==> src/sv/qrs_pkg.sv <==
package qrs_pkg;

	localparam int WORD_WIDTH = 32;
	localparam int FRAC_BITS  = 20;
	localparam int THR_WIDTH  = 10;
	localparam int THR_RESET  = 1;

	localparam int MAG_W      = WORD_WIDTH;
	localparam int PROD_W     = 2 * WORD_WIDTH;
	localparam int D_W        = 2 * WORD_WIDTH + 1;
	localparam int SQ_STAGES  = (D_W + 1) / 2;
	localparam int RAD_W      = 2 * SQ_STAGES;
	localparam int ROOT_W     = SQ_STAGES;
	localparam int SQ_REM_W   = ROOT_W + 3;
	localparam int NUM_W      = ROOT_W + 1;
	localparam int DEN_W      = WORD_WIDTH + 1;
	localparam int DIV_STAGES = WORD_WIDTH;
	localparam int DIV_REM_W  = DEN_W + 1;
	localparam int BIG_SHIFT  = WORD_WIDTH - FRAC_BITS;
	localparam int CMP_W      = DEN_W + BIG_SHIFT;

	typedef logic signed [WORD_WIDTH-1:0] word_t;
	typedef logic [MAG_W-1:0]             mag_t;
	typedef logic [THR_WIDTH-1:0]         thr_t;

	localparam mag_t HALF_MAG = {1'b1, {(MAG_W-1){1'b0}}};
	localparam mag_t ONE_MAG  = MAG_W'(1) << FRAC_BITS;
	localparam bit   ONE_OK   = FRAC_BITS < WORD_WIDTH - 1;

	typedef enum logic [1:0] {
		KIND_NONE    = 2'd0,
		KIND_TWO     = 2'd1,
		KIND_DOUBLE  = 2'd2,
		KIND_COMPLEX = 2'd3
	} kind_t;

	typedef struct packed {
		logic  an;
		mag_t  am;
		logic  bn;
		mag_t  bm;
		kind_t kind;
	} sq_side_t;

	typedef struct packed {
		kind_t kind;
		logic  neg1;
		logic  neg2;
	} dv_side_t;

	typedef struct packed {
		kind_t kind;
		word_t first;
		word_t second;
		logic  ovf;
	} res_t;

	function automatic mag_t mag_of(input word_t v);
		return v[WORD_WIDTH-1] ? mag_t'(~v + 1'b1) : mag_t'(v);
	endfunction

	function automatic word_t encode(input logic neg, input mag_t mag);
		return neg ? word_t'(~mag + 1'b1) : word_t'(mag);
	endfunction

endpackage

==> src/sv/qrs_sqrt.sv <==
module qrs_sqrt (
	input  logic                       clk,
	input  logic                       en,
	input  logic [qrs_pkg::RAD_W-1:0]  rad,
	output logic [qrs_pkg::ROOT_W-1:0] root
);
	import qrs_pkg::*;

	logic [SQ_REM_W-1:0] rem_s  [SQ_STAGES];
	logic [ROOT_W-1:0]   root_s [SQ_STAGES];
	logic [RAD_W-1:0]    rad_s  [SQ_STAGES];

	// one result bit per stage: bring down two radicand bits, try (root*4+1)
	for (genvar g = 0; g < SQ_STAGES; g++) begin : g_stage
		logic [SQ_REM_W-1:0] rem_in;
		logic [ROOT_W-1:0]   root_in;
		logic [RAD_W-1:0]    rad_in;
		logic [SQ_REM_W-1:0] rem_sh;
		logic [SQ_REM_W-1:0] trial;
		logic                take;

		if (g == 0) begin : g_first
			assign rem_in  = '0;
			assign root_in = '0;
			assign rad_in  = rad;
		end else begin : g_next
			assign rem_in  = rem_s[g-1];
			assign root_in = root_s[g-1];
			assign rad_in  = rad_s[g-1];
		end

		assign rem_sh = {rem_in[SQ_REM_W-3:0], rad_in[RAD_W-1 -: 2]};
		assign trial  = {1'b0, root_in, 2'b01};
		assign take   = rem_sh >= trial;

		always_ff @(posedge clk) begin
			if (en) begin
				rem_s[g]  <= take ? rem_sh - trial : rem_sh;
				root_s[g] <= {root_in[ROOT_W-2:0], take};
				rad_s[g]  <= {rad_in[RAD_W-3:0], 2'b00};
			end
		end
	end

	assign root = root_s[SQ_STAGES-1];

endmodule

==> config.mk <==
export PLATFORM = sky130hd
export DESIGN_NAME = qrs_sqrt
export DESIGN_NICKNAME = d
export VERILOG_FILES = /design/src/sv/qrs_pkg.sv /design/src/sv/qrs_sqrt.sv
export SDC_FILE = /design/constraint.sdc
export NUM_CORES = 2
export LEC_CHECK = 0
export BUFFER_PORTS_ARGS = -buffer_cell sky130_fd_sc_hd__buf_2
export CAP_MARGIN = 20
export CORE_MARGIN = 5
export CORE_UTILIZATION = 50
export DETAILED_ROUTE_END_ITERATION = 10
export GPL_ROUTABILITY_DRIVEN = 0
export GPL_TIMING_DRIVEN = 0
export PLACE_DENSITY = 0.73
export SETUP_SLACK_MARGIN = 0.5
export SYNTH_ARGS = -nofsm -noshare
export SYNTH_HDL_FRONTEND = slang
export SYNTH_MEMORY_MAX_BITS = 65536
export SYNTH_SLANG_ARGS = --single-unit
==> constraint.sdc <==
create_clock -name clk -period 4.3 [get_ports clk]
set_input_delay 0 -clock clk [delete_from_list [all_inputs] [get_ports clk]]
set_output_delay 0 -clock clk [all_outputs]
set_load 0.03 [all_outputs]
Yosys cells after proc, flatten, opt, wreduce, memory -nomap -nowiden
Memory sizes are Yosys's and may differ from the RTL's.
Index checks and enable logic that the tools add are counted.
- bits in registers: 0
- bits in latches: 0
- bits in writable memories: 4389
- bits in read-only memories: 0
- input port bits: 68
- output and inout bits: 33
- logic and storage cells: 104
- memories kept: 3
- memories (memory ; depth ; bits a word ; rd ports ; clocked after memory_dff ; wr ports ; RTL line ; text):
    rad_s ; 33 ; 64 ; 32 ; 0 ; 33 ; qrs_sqrt.sv:11 ; logic [RAD_W-1:0] rad_s [SQ_STAGES];
    rem_s ; 33 ; 36 ; 32 ; 0 ; 33 ; qrs_sqrt.sv:9 ; logic [SQ_REM_W-1:0] rem_s [SQ_STAGES];
    root_s ; 33 ; 33 ; 33 ; 0 ; 33 ; qrs_sqrt.sv:10 ; logic [ROOT_W-1:0] root_s [SQ_STAGES];
- add/subtract/negate cells: 33
- $mul: 0
- div/mod/pow operators: 0
- magnitude comparators: 33
- equal/unequal tests: 0
- shifts and indexed selects: 0
- mux-type cells: 35
- bitwise gates (word level): 0
- reduce and logical (&&, ||, !) cells: 0
- operators with widths (cell ; number):
    2-to-1 mux 36 bit ; 33
    greater-or-equal comparator 36 x 35 -> 1 bit ; 32
    subtractor 36 x 35 -> 36 bit ; 32
    subtractor 2 x 1 -> 3 bit (second input constant) ; 1
    greater-or-equal comparator 2 x 1 -> 1 bit (second input constant) ; 1
    2-to-1 mux 1 bit ; 2

Longest topological paths before layout
An unclocked memory read counts as a cell.
- depth after elaboration: 3
- mapped depth: 14
- gate-level depth less buffers: 12

Worst setup path before layout
No wires, ideal clock.
- path type: register to register
- from: memory rem_s[0][684] (netlist name)
- to: memory rem_s[0][724] (netlist name) (data pin)
- setup time: 0.260 ns
- arrival: 3.424 ns
- required time: 4.040 ns
- setup slack: 0.616 ns
- cell stages (with the launch flop): 11
- buffers on the path: 1
- clock period less this slack: 3.684 ns
- cells stage by stage: edfxtp_1 ha_1 nor2b_1 o31a_1 o21ai_0 o211ai_1 o41ai_1 o21ai_1 a31oi_1 clkbuf_1 mux2_2
- RTL lines (item ; RTL line):
    from (decl) ; qrs_sqrt.sv:9

==> metrics.md <==
| Metric | Value |
|---|---|
| Flip-flop and latch count after synthesis | 2654 |
| Xor-xnor portion of the synthesized cell area | 6.24% |
| Most frequent cell after synthesis | edfxtp_1 |
| Clock Path Buffers | 4 |
| Worst-path maximum fanout | 10 |
| Number of enable flip-flop cells after synthesis | 2654 |
| Global-route usage over all layers | 19.1% |
| Final-report setup violation count | 0 |
| Core outline area | 246000 um2 |
| Setup crit start kind | flip-flop |
| Final hold violations | 0 |
| First drt pass iteration count | 7 |
| Delay contributed by the slowest stage of the critical path | 0.45 ns |
| DIE AREA | 258000 um2 |
| Part of the total power dissipated in sequential elements | 45.8% |
| Synth-to-Final Area Change | 14.1% |
| Critical Setup Path Class | flip-flop to flip-flop |
| Hold Path End | rad_s[0][12]$_DFFE_PP_ |
| Hold crit path type | input pin to flip-flop |
| Average routed wire per standard cell | 18.4 um |
| Leakage power summed over all cells | 53.7 nW |
| Top cell types by occurrence after synthesis | edfxtp_1 (2654), inv_1 (750), nand2_1 (697), ha_1 (596), nor2_1 (572) |
| Internal Dissipation | 54.8 mW |
| Synthesized-area fraction occupied by ao, oa, aoi and oai cells | 9.67% |
| Post-synthesis cell count | 9637 |
| Fill cell instance count of the final layout | 19000 |
| Post-synthesis cell type with the largest combined area | edfxtp_1 |
| CTS tree | done |
| Standard cell area after detailed placement | 129000 um2 |
| Library cell contributing the largest single delay on the critical path | nor4_4 |
| Count of unresolved DRC violations after routing | 0 |
| Fraction of layout instances using a drive strength above 1 | 9.14% |
| Number of violations reported at the end of detailed-routing iteration 0 | 6701 |
| Final standard cell area without fillers | 142000 um2 |
| Headroom to the max-slew limit | 24.7% |
| Root Buffer Master | clkbuf_16 |
| Wire length reported by the detailed router | 253 mm |
| CTS clock-pin slew for the worst setup and hold paths | 0.06 ns |
| Die outline height | 508 um |
| Peak Freq | 0.264 GHz |
| Global route total overflow | 0 |
| Number of max-cap violations | 0 |
| CP Capture Type | flip-flop |
| Cell types with the largest area share after synthesis | edfxtp_1 (64%), ha_1 (6.0%), xnor2_1 (3.2%) |
| First-pass GRT wire length | 405 mm |
| Switching power summed over all nets | 21.4 mW |
| Largest net degree at the start of global routing | 202 |
| Clock network latency to the later pin of the worst-skew pair | 0.95 ns |
| Proportion of power drawn by combinational gates | 21.7% |
| Post-detail-place hpwl | 177 mm |
| Count of cells along the worst hold path | 2 |
| Part of the Yosys area used for sequential elements | 64.2% |
| Synthesized-area fraction occupied by and/or/nand/nor cells | 10.1% |
| Worst EP required | 4.89 ns |
| Site row count | 182 |
| Most used flip-flop cell after synthesis | edfxtp_1 |
| Setup slack of the worst register-to-register path | 0.51 ns |
| Register area | 79700 um2 |
| Num ports | 101 |
| Accumulated negative setup slack | 0 ns |
| Synthesis Warnings | 0 |
| Antenna violations before repair | 2 |
| Power density over cell area | 538 nW/um2 |
| Final Net Count | 10900 |
| Vias after detailed routing | 78200 |
| Mux share of post-synthesis cell area | 0.894% |
| Number of global-route vias before repair | 79100 |
| CTS H-Tree Depth | 5 |
| Main combinational cell family by area after synthesis | simple AND/OR/NAND/NOR gates |
| Asr flop ratio synth | 0% |
| CP Cell Sequence | ha_1, clkbuf_1, nand2_1, nor4_4, o21ai_0, nand3_2, a211o_1, clkbuf_2, buf_2, clkbuf_2, a21oi_1 |
| Actual slew at the worst max-slew pin | 1.12 ns |
| CTS Buf Count | 299 |
| Syn_nets | 10300 |
| Clock sink total | 2654 |
| Multi-input gate area in the final layout | 41800 um2 |
| Port buffer count | 100 |
| Run status | finished, final reports clean |
| Fraction of the mapped netlist area in adder cells | 6.01% |
| Effective utilization at floorplan | 50.3% |
| Hold Startpoint | en |
| Skew final | 0.0897 ns |
| Most prevalent standard cell on the critical path | clkbuf_2 |
| Post-synthesis area per instance | 12.9 um2 |
| Clock network fraction of total power | 32.5% |
| Ratio of routed vias to standard cells | 5.68 |
| Unrepaired setup endpoints after global routing | yes |
| ANT nets after route | 0 |
| Die Wd | 508 um |
| Period utilization | 88.0% |
| Count of different cell masters after synthesis | 85 |
| Capture point of the worst reg-to-reg path | rem_s[0][815]$_DFFE_PP_ |
| Post-layout minimum cycle time | 3.79 ns |
| Peak ir drop on the vdd network | 0.495 mV |
| Critical R2R Launch | rem_s[0][762]$_DFFE_PP_ |
| Switching share of power | 28.1% |
| Slew Viols, Final | 0 |
| Fraction of synthesized cell area taken by the top area cell type | 64.2% |
| WP data arrival | 4.37 ns |
| Total standard cell area after synthesis | 124000 um2 |
| R2R cell count | 11 |
## placed cells by master (no fill, tap or decap), types with 107 or more instances in the layout
master         count
dlygate4sd3_1    134
nand2b_1         116
nand3_1          154
xnor2_1          458
ha_1             596
a21oi_1          558
o21ai_0          528
nand4_1          110
inv_1            750
xor2_1           424
clkbuf_16        305
a21o_1           231
nor2_1           569
edfxtp_1        2654
nor4_1           107
clkbuf_1         168
nand2_1          697
nor3_1           234
buf_2            120
## worst max path at each step
| stage | startpoint | endpoint | slack [ns] |
|---|---|---|---|
| 6_report | rem_s[0][762]$_DFFE_PP_ | rem_s[0][815]$_DFFE_PP_ | 0.51 |
| 5_1_grt | root_s[0][837]$_DFFE_PP_ | rem_s[0][969]$_DFFE_PP_ | 0.33 |
| 4_1_cts | rem_s[0][377]$_DFFE_PP_ | rem_s[0][422]$_DFFE_PP_ | 0.45 |
| 3_5_place_dp | rem_s[0][900]$_DFFE_PP_ | rem_s[0][943]$_DFFE_PP_ | -0.81 |
| 3_3_place_gp | en | root_s[0][1059]$_DFFE_PP_ | -37.99 |
| 2_1_floorplan | rem_s[0][684]$_DFFE_PP_ | rem_s[0][724]$_DFFE_PP_ | 0.62 |
## worst max-delay path: cells and delay by family, from the launching register on
kind	cells	cell delay, ns
DFF	1	0.43
AOI/OAI and AO/OA	3	0.58
buffers and inverters	4	1.30
adders and majority gates	1	0.31
and+or+nand+nor	3	0.86
## power by group through the flow
stage | Clock (mW) | Sequential [mW] | Combinational, mW
3_5_place_dp | 0 | 35.4 | 15.6
5_1_grt | 26.5 | 35.2 | 18.2
6_report | 24.7 | 34.9 | 16.5
2_1_floorplan | 0 | 34.6 | 11.8
3_3_place_gp | 0 | 37.4 | 14.9
4_1_cts | 25.4 | 34.9 | 16.0
## registers in the layout, indices dropped and copies added, names as in the netlist
signal and flops:
rad_s 1056, rem_s 1037, root_s 561
## routing by layer
metal	vias to the layer above	global-route usage (%)	routed length [um]	share of wire (%)
met5	-	0	0	0
met4	0	10.9	15900	6.3
met3	914	3.14	13800	5.5
met2	2901	34.2	128000	51
met1	37400	21.7	95500	38
li1	37000	-	-	-
## area by class of cell
type                            instances  share of cell area, %
Multi-Input combinational cell       6039                   29.5
Antenna cell                            9                 0.0159
Inverter                              751                   1.99
Timing Repair Buffer                  304                   1.95
Sequential cell                      2654                   56.3
Clock buffer                          365                   5.53
Tap cell                             3312                   2.93
Clock inverter                        147                   1.17
Buffer                                193                  0.620
## logic make-up (layout without fill, tap and decap cells)
logic type / count (synthesis) / after routing
XOR/XNOR: 884 / 884
buffers and inverters: 944 / 1760
AND/OR/NAND/NOR: 2525 / 2525
other: 1 / 10
adder cells (fa/ha/maj): 596 / 596
AO/OA/AOI/OAI: 1934 / 1934
flip-flops: 2654 / 2654
multiplexers: 99 / 99
## timing repair
item                                    in CTS  in global routing
hold endpoints to repair                   242                  0
resized for setup                          148                170
endpoints found under the setup margin     614                883
pin swaps                                   18                 17
gates cloned                                 0                  1
buffers inserted                            30                 19
hold buffers                               134                  0
## metrics by stage
step | setup WS, ns | cells | hold WS (ns) | util [%] | power (mW)
floorplan | 0.616 | 9637 | 0.0989 | - | 46.4
global placement | -37.99 | 13000 | 0.177 | 52.2 | 52.2
detailed placement | -0.806 | 13100 | 0.178 | 52.4 | 50.9
CTS | 0.447 | 13700 | 0.202 | 57.1 | 76.3
global route | 0.335 | 13800 | 0.256 | 57.5 | 80.0
finish | 0.514 | 13800 | 0.238 | 57.5 | 76.2
(Power assumes the default switching activity.)
