### config.mk
export PLATFORM = sky130hd
export DESIGN_NAME = qrs_div
export DESIGN_NICKNAME = d
export VERILOG_FILES = /design/src/sv/qrs_pkg.sv /design/src/sv/qrs_div.sv
export SDC_FILE = /design/constraint.sdc
export NUM_CORES = 2
export LEC_CHECK = 0
export BUFFER_PORTS_ARGS = -buffer_cell sky130_fd_sc_hd__buf_2
export CAP_MARGIN = 20
export CORE_MARGIN = 3
export CORE_UTILIZATION = 40
export DETAILED_ROUTE_END_ITERATION = 6
export GPL_TIMING_DRIVEN = 0
export PLACE_DENSITY_LB_ADDON = 0.08
export SYNTH_ARGS = -nofsm -noshare
export SYNTH_HDL_FRONTEND = slang
export SYNTH_MEMORY_MAX_BITS = 65536
export SYNTH_SLANG_ARGS = --single-unit
### constraint.sdc
create_clock -name clk -period 4.6 [get_ports clk]
set_input_delay 0.46 -clock clk [delete_from_list [all_inputs] [get_ports clk]]
set_output_delay 0.46 -clock clk [all_outputs]
set_load 0.02 [all_outputs]
### src/sv/qrs_pkg.sv
package qrs_pkg;

	localparam int WORD_WIDTH = 32;
	localparam int FRAC_BITS  = 20;
	localparam int THR_WIDTH  = 10;
	localparam int THR_RESET  = 1;

	localparam int MAG_W      = WORD_WIDTH;
	localparam int PROD_W     = 2 * WORD_WIDTH;
	localparam int D_W        = 2 * WORD_WIDTH + 1;
	localparam int SQ_STAGES  = (D_W + 1) / 2;
	localparam int RAD_W      = 2 * SQ_STAGES;
	localparam int ROOT_W     = SQ_STAGES;
	localparam int SQ_REM_W   = ROOT_W + 3;
	localparam int NUM_W      = ROOT_W + 1;
	localparam int DEN_W      = WORD_WIDTH + 1;
	localparam int DIV_STAGES = WORD_WIDTH;
	localparam int DIV_REM_W  = DEN_W + 1;
	localparam int BIG_SHIFT  = WORD_WIDTH - FRAC_BITS;
	localparam int CMP_W      = DEN_W + BIG_SHIFT;

	typedef logic signed [WORD_WIDTH-1:0] word_t;
	typedef logic [MAG_W-1:0]             mag_t;
	typedef logic [THR_WIDTH-1:0]         thr_t;

	localparam mag_t HALF_MAG = {1'b1, {(MAG_W-1){1'b0}}};
	localparam mag_t ONE_MAG  = MAG_W'(1) << FRAC_BITS;
	localparam bit   ONE_OK   = FRAC_BITS < WORD_WIDTH - 1;

	typedef enum logic [1:0] {
		KIND_NONE    = 2'd0,
		KIND_TWO     = 2'd1,
		KIND_DOUBLE  = 2'd2,
		KIND_COMPLEX = 2'd3
	} kind_t;

	typedef struct packed {
		logic  an;
		mag_t  am;
		logic  bn;
		mag_t  bm;
		kind_t kind;
	} sq_side_t;

	typedef struct packed {
		kind_t kind;
		logic  neg1;
		logic  neg2;
	} dv_side_t;

	typedef struct packed {
		kind_t kind;
		word_t first;
		word_t second;
		logic  ovf;
	} res_t;

	function automatic mag_t mag_of(input word_t v);
		return v[WORD_WIDTH-1] ? mag_t'(~v + 1'b1) : mag_t'(v);
	endfunction

	function automatic word_t encode(input logic neg, input mag_t mag);
		return neg ? word_t'(~mag + 1'b1) : word_t'(mag);
	endfunction

endpackage

### src/sv/qrs_div.sv
module qrs_div (
	input  logic                           clk,
	input  logic                           en,
	input  logic [qrs_pkg::NUM_W-1:0]      num,
	input  logic [qrs_pkg::DEN_W-1:0]      den,
	output logic [qrs_pkg::WORD_WIDTH-1:0] quo,
	output logic                           big
);
	import qrs_pkg::*;

	logic [NUM_W+FRAC_BITS-1:0] dvd;
	logic                       big_in;
	logic [DIV_REM_W-1:0]       rem0;

	logic [DIV_REM_W-1:0]  rem_s [DIV_STAGES];
	logic [WORD_WIDTH-1:0] lo_s  [DIV_STAGES];
	logic [WORD_WIDTH-1:0] quo_s [DIV_STAGES];
	logic [DEN_W-1:0]      den_s [DIV_STAGES];
	logic                  big_s [DIV_STAGES];

	// quotient of 2^WORD_WIDTH or more saturates anyway; flag it and keep the low bits only
	assign dvd    = {num, {FRAC_BITS{1'b0}}};
	assign big_in = CMP_W'(num) >= (CMP_W'(den) << BIG_SHIFT);
	assign rem0   = DIV_REM_W'(dvd >> WORD_WIDTH);

	for (genvar g = 0; g < DIV_STAGES; g++) begin : g_stage
		logic [DIV_REM_W-1:0]  rem_in;
		logic [WORD_WIDTH-1:0] lo_in;
		logic [WORD_WIDTH-1:0] quo_in;
		logic [DEN_W-1:0]      den_in;
		logic                  big_i;
		logic [DIV_REM_W-1:0]  r2;
		logic                  take;

		if (g == 0) begin : g_first
			assign rem_in = rem0;
			assign lo_in  = dvd[WORD_WIDTH-1:0];
			assign quo_in = '0;
			assign den_in = den;
			assign big_i  = big_in;
		end else begin : g_next
			assign rem_in = rem_s[g-1];
			assign lo_in  = lo_s[g-1];
			assign quo_in = quo_s[g-1];
			assign den_in = den_s[g-1];
			assign big_i  = big_s[g-1];
		end

		assign r2   = {rem_in[DIV_REM_W-2:0], lo_in[WORD_WIDTH-1]};
		assign take = r2 >= {1'b0, den_in};

		always_ff @(posedge clk) begin
			if (en) begin
				rem_s[g] <= take ? r2 - {1'b0, den_in} : r2;
				lo_s[g]  <= {lo_in[WORD_WIDTH-2:0], 1'b0};
				quo_s[g] <= {quo_in[WORD_WIDTH-2:0], take};
				den_s[g] <= den_in;
				big_s[g] <= big_i;
			end
		end
	end

	assign quo = quo_s[DIV_STAGES-1];
	assign big = big_s[DIV_STAGES-1];

endmodule

* Word-level counts from Yosys, hierarchy flattened
Memories as Yosys holds them, arrays and structs flattened.
Index checks and enable logic that the tools add are counted.
W data, S select, Z words.
** Cells by class
- $add $sub $neg :: 32
- $lt $le $gt $ge :: 33
- Muxes and demuxes :: 34
** Operators with widths (count)
- $mux W34 :: 32
- $ge A34 B33 Y1 :: 31
- $sub A34 B33 Y34 :: 31
- $ge A34 B45 Y1 :: 1
- $sub A23 B33 Y34 :: 1
- $ge A23 B33 Y1 :: 1
- $mux W1 :: 2
** Storage, ports and cells
- Memories :: 5
- Output and inout bits :: 33
- Register bits :: 0
- Logic and storage cells :: 104
- Bits of input ports :: 69
- Bits in writable memories :: 4192
** Memories
- rem_s :: depth 32, bits a word 34, read ports 31, clocked after memory_dff 0, write ports 32, RTL line qrs_div.sv:15 : logic [DIV_REM_W-1:0] rem_s [DIV_STAGES];
- den_s :: depth 32, bits a word 33, read ports 31, clocked after memory_dff 0, write ports 32, RTL line qrs_div.sv:18 : logic [DEN_W-1:0] den_s [DIV_STAGES];
- quo_s :: depth 32, bits a word 32, read ports 32, clocked after memory_dff 0, write ports 32, RTL line qrs_div.sv:17 : logic [WORD_WIDTH-1:0] quo_s [DIV_STAGES];
- lo_s :: depth 32, bits a word 31, read ports 31, clocked after memory_dff 0, write ports 32, RTL line qrs_div.sv:16 : logic [WORD_WIDTH-1:0] lo_s [DIV_STAGES];
- big_s :: depth 32, bits a word 1, read ports 32, clocked after memory_dff 0, write ports 32, RTL line qrs_div.sv:19 : logic big_s [DIV_STAGES];

* Depth between registers and ports, before layout
An unclocked memory read counts as a cell.
- Word-level depth :: 3
- Mapped depth :: 17
- Mapped depth without buffers :: 15

* Worst setup path after synthesis
No wires, ideal clock.
- Path kind :: register to register
- Start :: memory lo_s[0][123] (netlist bit)
- End :: memory rem_s[0][161] (netlist bit) (data pin)
- Clock period less this slack :: 4109 ps
- Path slack :: 491 ps
- Data arrival time :: 3850 ps
- Setup time :: 260 ps
- Path buffers :: 1
- Required time :: 4340 ps
- Cell stages (with the launch flop) :: 17
- Cells stage by stage :: edfxtp_1 > inv_1 > ha_1 > inv_1 > fa_1 > a21o_1 > a21oi_2 > o211a_1 > o211a_1 > a21oi_2 > a311o_1 > a31oi_2 > o31ai_1 > a221o_1 > a211oi_4 > buf_6 > mux2_2
** RTL lines (RTL line)
- from (decl) :: qrs_div.sv:16
- to (decl) :: qrs_div.sv:15

==> parameters.txt <==
Parameter                              Value

Route
  WL/cell ... just over 20 um
  Final Routed Wirelength ... about 380000 um
  Final ANT Viol Nets ... 0
  Total iterations of the first detailed-routing run ... 6
  # DRC ... 0
  Routed via count ... a little under 100k
  1st-iter DRT viols ... 7316
  Vias per cell ... 5.33

Synthesis
  Top FF cell, synth ... edfxtp_1
  Share of Yosys cell area claimed by the top area cell type ... 0.551
  Mean cell area of the mapped netlist ... 11.4 um2
  Part of the Yosys area used for sequential elements ... 0.551
  Asr flop ratio synth ... 0
  Ys Warns ... 0
  Cell area after synthesis ... 146000 um2
  Post-synth EDFFs ... approximately 2.7k
  Cells after Synth ... ~13k
  Post-synth top area cell ... edfxtp_1
  Top cells by area, synth ... edfxtp_1 55%, ha_1 9.2%, a21oi_1 3.9%
  Synth Register Bits ... around 2.7k
  Post-synth cell types ... 88
  Post-synth net total ... ~14k

Timing
  Max Fclk ... between 200 and 250 MHz
  Final Max Tran Viols ... 0
  Final period utilization ... 0.972
  Final setup violation count ... 0
  Hold slack ... approximately 0.087 ns
  Clock period minus final worst setup slack ... about 4.5 ns
  Hold Violations, Final ... 0
  Slew HR ... 0.202
  Worst Max-Slew Pin Slew ... 1.18 ns
  Final clock skew ... 0.0553 ns

Placement
  Weighted congestion at the end of routability-driven global placement ... ~0.91
  HPWL after DPL ... 285000 um
  IO Port Bufs ... roughly 100

Power
  Final Power ... 118 mW
  Pleak ... 66.2 nW
  Power density relative to cell area ... just over 700 nW/um2
  Largest voltage drop on the vdd net ... between 0.3 and 0.4 mV

GRT
  Vias in the first global route ... around 96k
  Total global-route track usage ... 0.197
  Aggregate global routing overflow ... 0
  Number of antenna violations at the first check in global routing ... 8
  Pin count of the biggest net entering global routing ... about 180
  Global-route wire length before repair ... ~570000 um

Cells and area
  Area added between synthesis and finish ... 12.8%
  Post-layout nets ... about 14k
  Share of layout cells above drive strength 1 ... 0.0851
  Final standard cell utilization of the core ... 0.455

Setup path
  Reg2Reg Capture Point ... rem_s[0][230]$_DFFE_PP_
  Critical path type ... register to register
  Sort of element at the end of the critical path ... register
  Number of cell instances on the worst register-to-register path ... 17
  Crit path arrival time ... roughly 5.1 ns
  Setup slack of the worst register-to-register path ... about 0.13 ns
  Launch point of the worst reg-to-reg path ... lo_s[0][185]$_DFFE_PP_
  Biggest fanout along the worst timing path ... 10
  Critical path data required time ... roughly 5.3 ns
  Kind of start point of the critical path ... register

Clock network
  Clock buffer depth ... 4
  CTS Root Cell ... clkbuf_16
  Total clock sinks ... between 2k and 3k
  Clock-pin transition on the worst setup and hold timing paths ... 0.06 ns
  Clock tree from TritonCTS ... built
  Clock buffer count from CTS ... between 300 and 400
  H-tree Lvls ... 5
  Clock insertion delay at the later pin of the skew report ... between 0.9 and 1 ns

Min path
  Hold WC Path Type ... input port to register
  End point of the most critical hold path ... quo_s[0][419]$_DFFE_PP_
  Origin of the worst min-delay path ... en
  Hold Path Stages ... 1

Floorplanning
  DIE HEIGHT ... 609 um
  Full die area ... approximately 370000 um2
  Initial standard-cell utilization of the core ... 0.404
  Overall die width ... ~610 um
  Area of the core region ... 361000 um2
  I/O pin cnt ... between 100 and 150
  Standard-cell row count ... between 200 and 250

Outcome
  Status ... complete, no violations

Run
  Max-cap check violation count ... 0
registers in the layout (all words and copies together), names as in the netlist:
name	cells
lo_s	66
rem_s	1023
den_s	1023
quo_s	528
big_s	32
worst max path at each step:
stage                                startpoint                       to  slack [ns]  cells after the start
floorplan                lo_s[0][123]$_DFFE_PP_  rem_s[0][161]$_DFFE_PP_        0.49                     16
global placement                             en  den_s[1][198]$_DFFE_PP_      -39.30                      1
detailed placement                           en  den_s[1][199]$_DFFE_PP_       -1.11                      7
CTS                     den_s[0][165]$_DFFE_PP_  rem_s[0][230]$_DFFE_PP_       0.002                     16
global route        rem_s[1][272]$_SDFFCE_PN0P_  rem_s[1][331]$_DFFE_PP_       -0.03                     14
finish                   lo_s[0][185]$_DFFE_PP_  rem_s[0][230]$_DFFE_PP_        0.13                     17
per-layer routing:
layer,vias to the layer above,GRT usage,wire [um],part of all wire
li1,47700,-,-,-
met1,47200,0.255,164000,0.44
met2,2038,0.349,188000,0.50
met3,511,0.0204,14600,0.039
met4,4,0.0510,9570,0.025
met5,-,0,24,0.000064
kinds of logic (layout without fill, tap and decap cells):
family | Yosys count | in the layout | synth area share
other | 0 | 6 | 0
xor gates and xnor gates | 887 | 887 | 0.0533
buffers and inverters | 1583 | 2349 | 0.0412
AOI/OAI and AO/OA | 3514 | 3514 | 0.147
adders and majority gates | 1098 | 1098 | 0.0959
DFF | 2672 | 2672 | 0.551
muxes | 340 | 340 | 0.0261
and+or+nand+nor | 2633 | 2633 | 0.0851
power by group:
part           switching [mW]  leakage (nW)  internal, mW
Sequential               4.15          26.1          36.0
Clock                    10.1          4.99          14.8
Combinational            31.3          35.0          22.2
final cells by class:
cell class                      count  area [um2]
Antenna cell                        6        15.0
Buffer                            289        1260
Clock buffer                      376        8300
Clock inverter                    185        1910
Fill cell                       33100      197000
Inverter                         1285        4820
Multi-Input combinational cell   8472       59800
Sequential cell                  2672       80200
Tap cell                         4773        5970
Timing Repair Buffer              214        1940
through the flow:
stage / instance area, um2 / cells / setup slack (ns) / setup TNS (ns)
finish: 164000 / 18300 / 0.131 / 0
global route: 164000 / 18300 / -0.0268 / -0.0268
CTS: 164000 / 18300 / 0.00180 / 0
detailed placement: 153000 / 17600 / -1.11 / -381.82
global placement: 152000 / 17600 / -39.30 / -
floorplan: 146000 / 12700 / 0.491 / 0
placed cells by master (no fill, tap or decap), types with 68 or more instances in the layout:
master,synthesis,routed
a21oi_1,1137,1114
nand3_1,188,188
xnor2_1,520,520
clkbuf_16,0,325
o21ai_0,992,985
a31oi_1,99,97
clkbuf_1,260,246
buf_2,13,121
o21bai_1,136,136
a211oi_1,69,68
edfxtp_1,2672,2672
xor2_1,367,367
and3_1,71,71
a21o_1,531,531
ha_1,1067,1067
nand2_1,916,916
mux2_2,314,314
inv_1,1285,1285
nand4_1,168,168
nor2b_1,154,154
nand2b_1,152,152
o21a_1,103,102
nor2_1,630,630
nor3_1,118,117
synth_stat cells (all sizes together) (24+ instances only):
cell type / n
a211o: 27
a211oi: 73
a21boi: 43
a21o: 531
a21oi: 1141
a221o: 27
a31oi: 101
and2: 55
and3: 71
and4: 24
buf: 38
clkbuf: 260
edfxtp: 2672
fa: 31
ha: 1067
inv: 1285
mux2: 314
mux2i: 26
nand2: 916
nand2b: 152
nand3: 188
nand4: 168
nor2: 630
nor2b: 154
nor3: 118
o211ai: 45
o21a: 103
o21ai: 995
o21bai: 136
o31ai: 46
or2: 36
or3: 38
xnor2: 520
xor2: 367
worst max-delay path, cell delays in order, from the launching register on:
cell and delay [ns]:
edfxtp_1 0.35, inv_1 0.10, ha_1 0.17, inv_1 0.05, fa_1 0.40, a21o_1 0.18
a21oi_2 0.22, o211a_1 0.26, o211a_4 0.21, a21oi_2 0.10, a311o_1 0.40, a31oi_4 0.26
o31ai_1 0.13, a221o_1 0.37, a211oi_4 0.25, buf_12 0.16, buf_6 0.18, mux2_2 0.39
what timing repair did:
item                                    in CTS  in global routing
setup buffers                               16                  7
gates resized for setup                     73                111
endpoints found under the setup margin     768                811
gates cloned                                 1                  1
endpoints found under the hold margin       67                  0
hold buffers                                66                  0
pin swaps                                    9                  7
No activity file was read; power rests on OpenSTA's default activity.
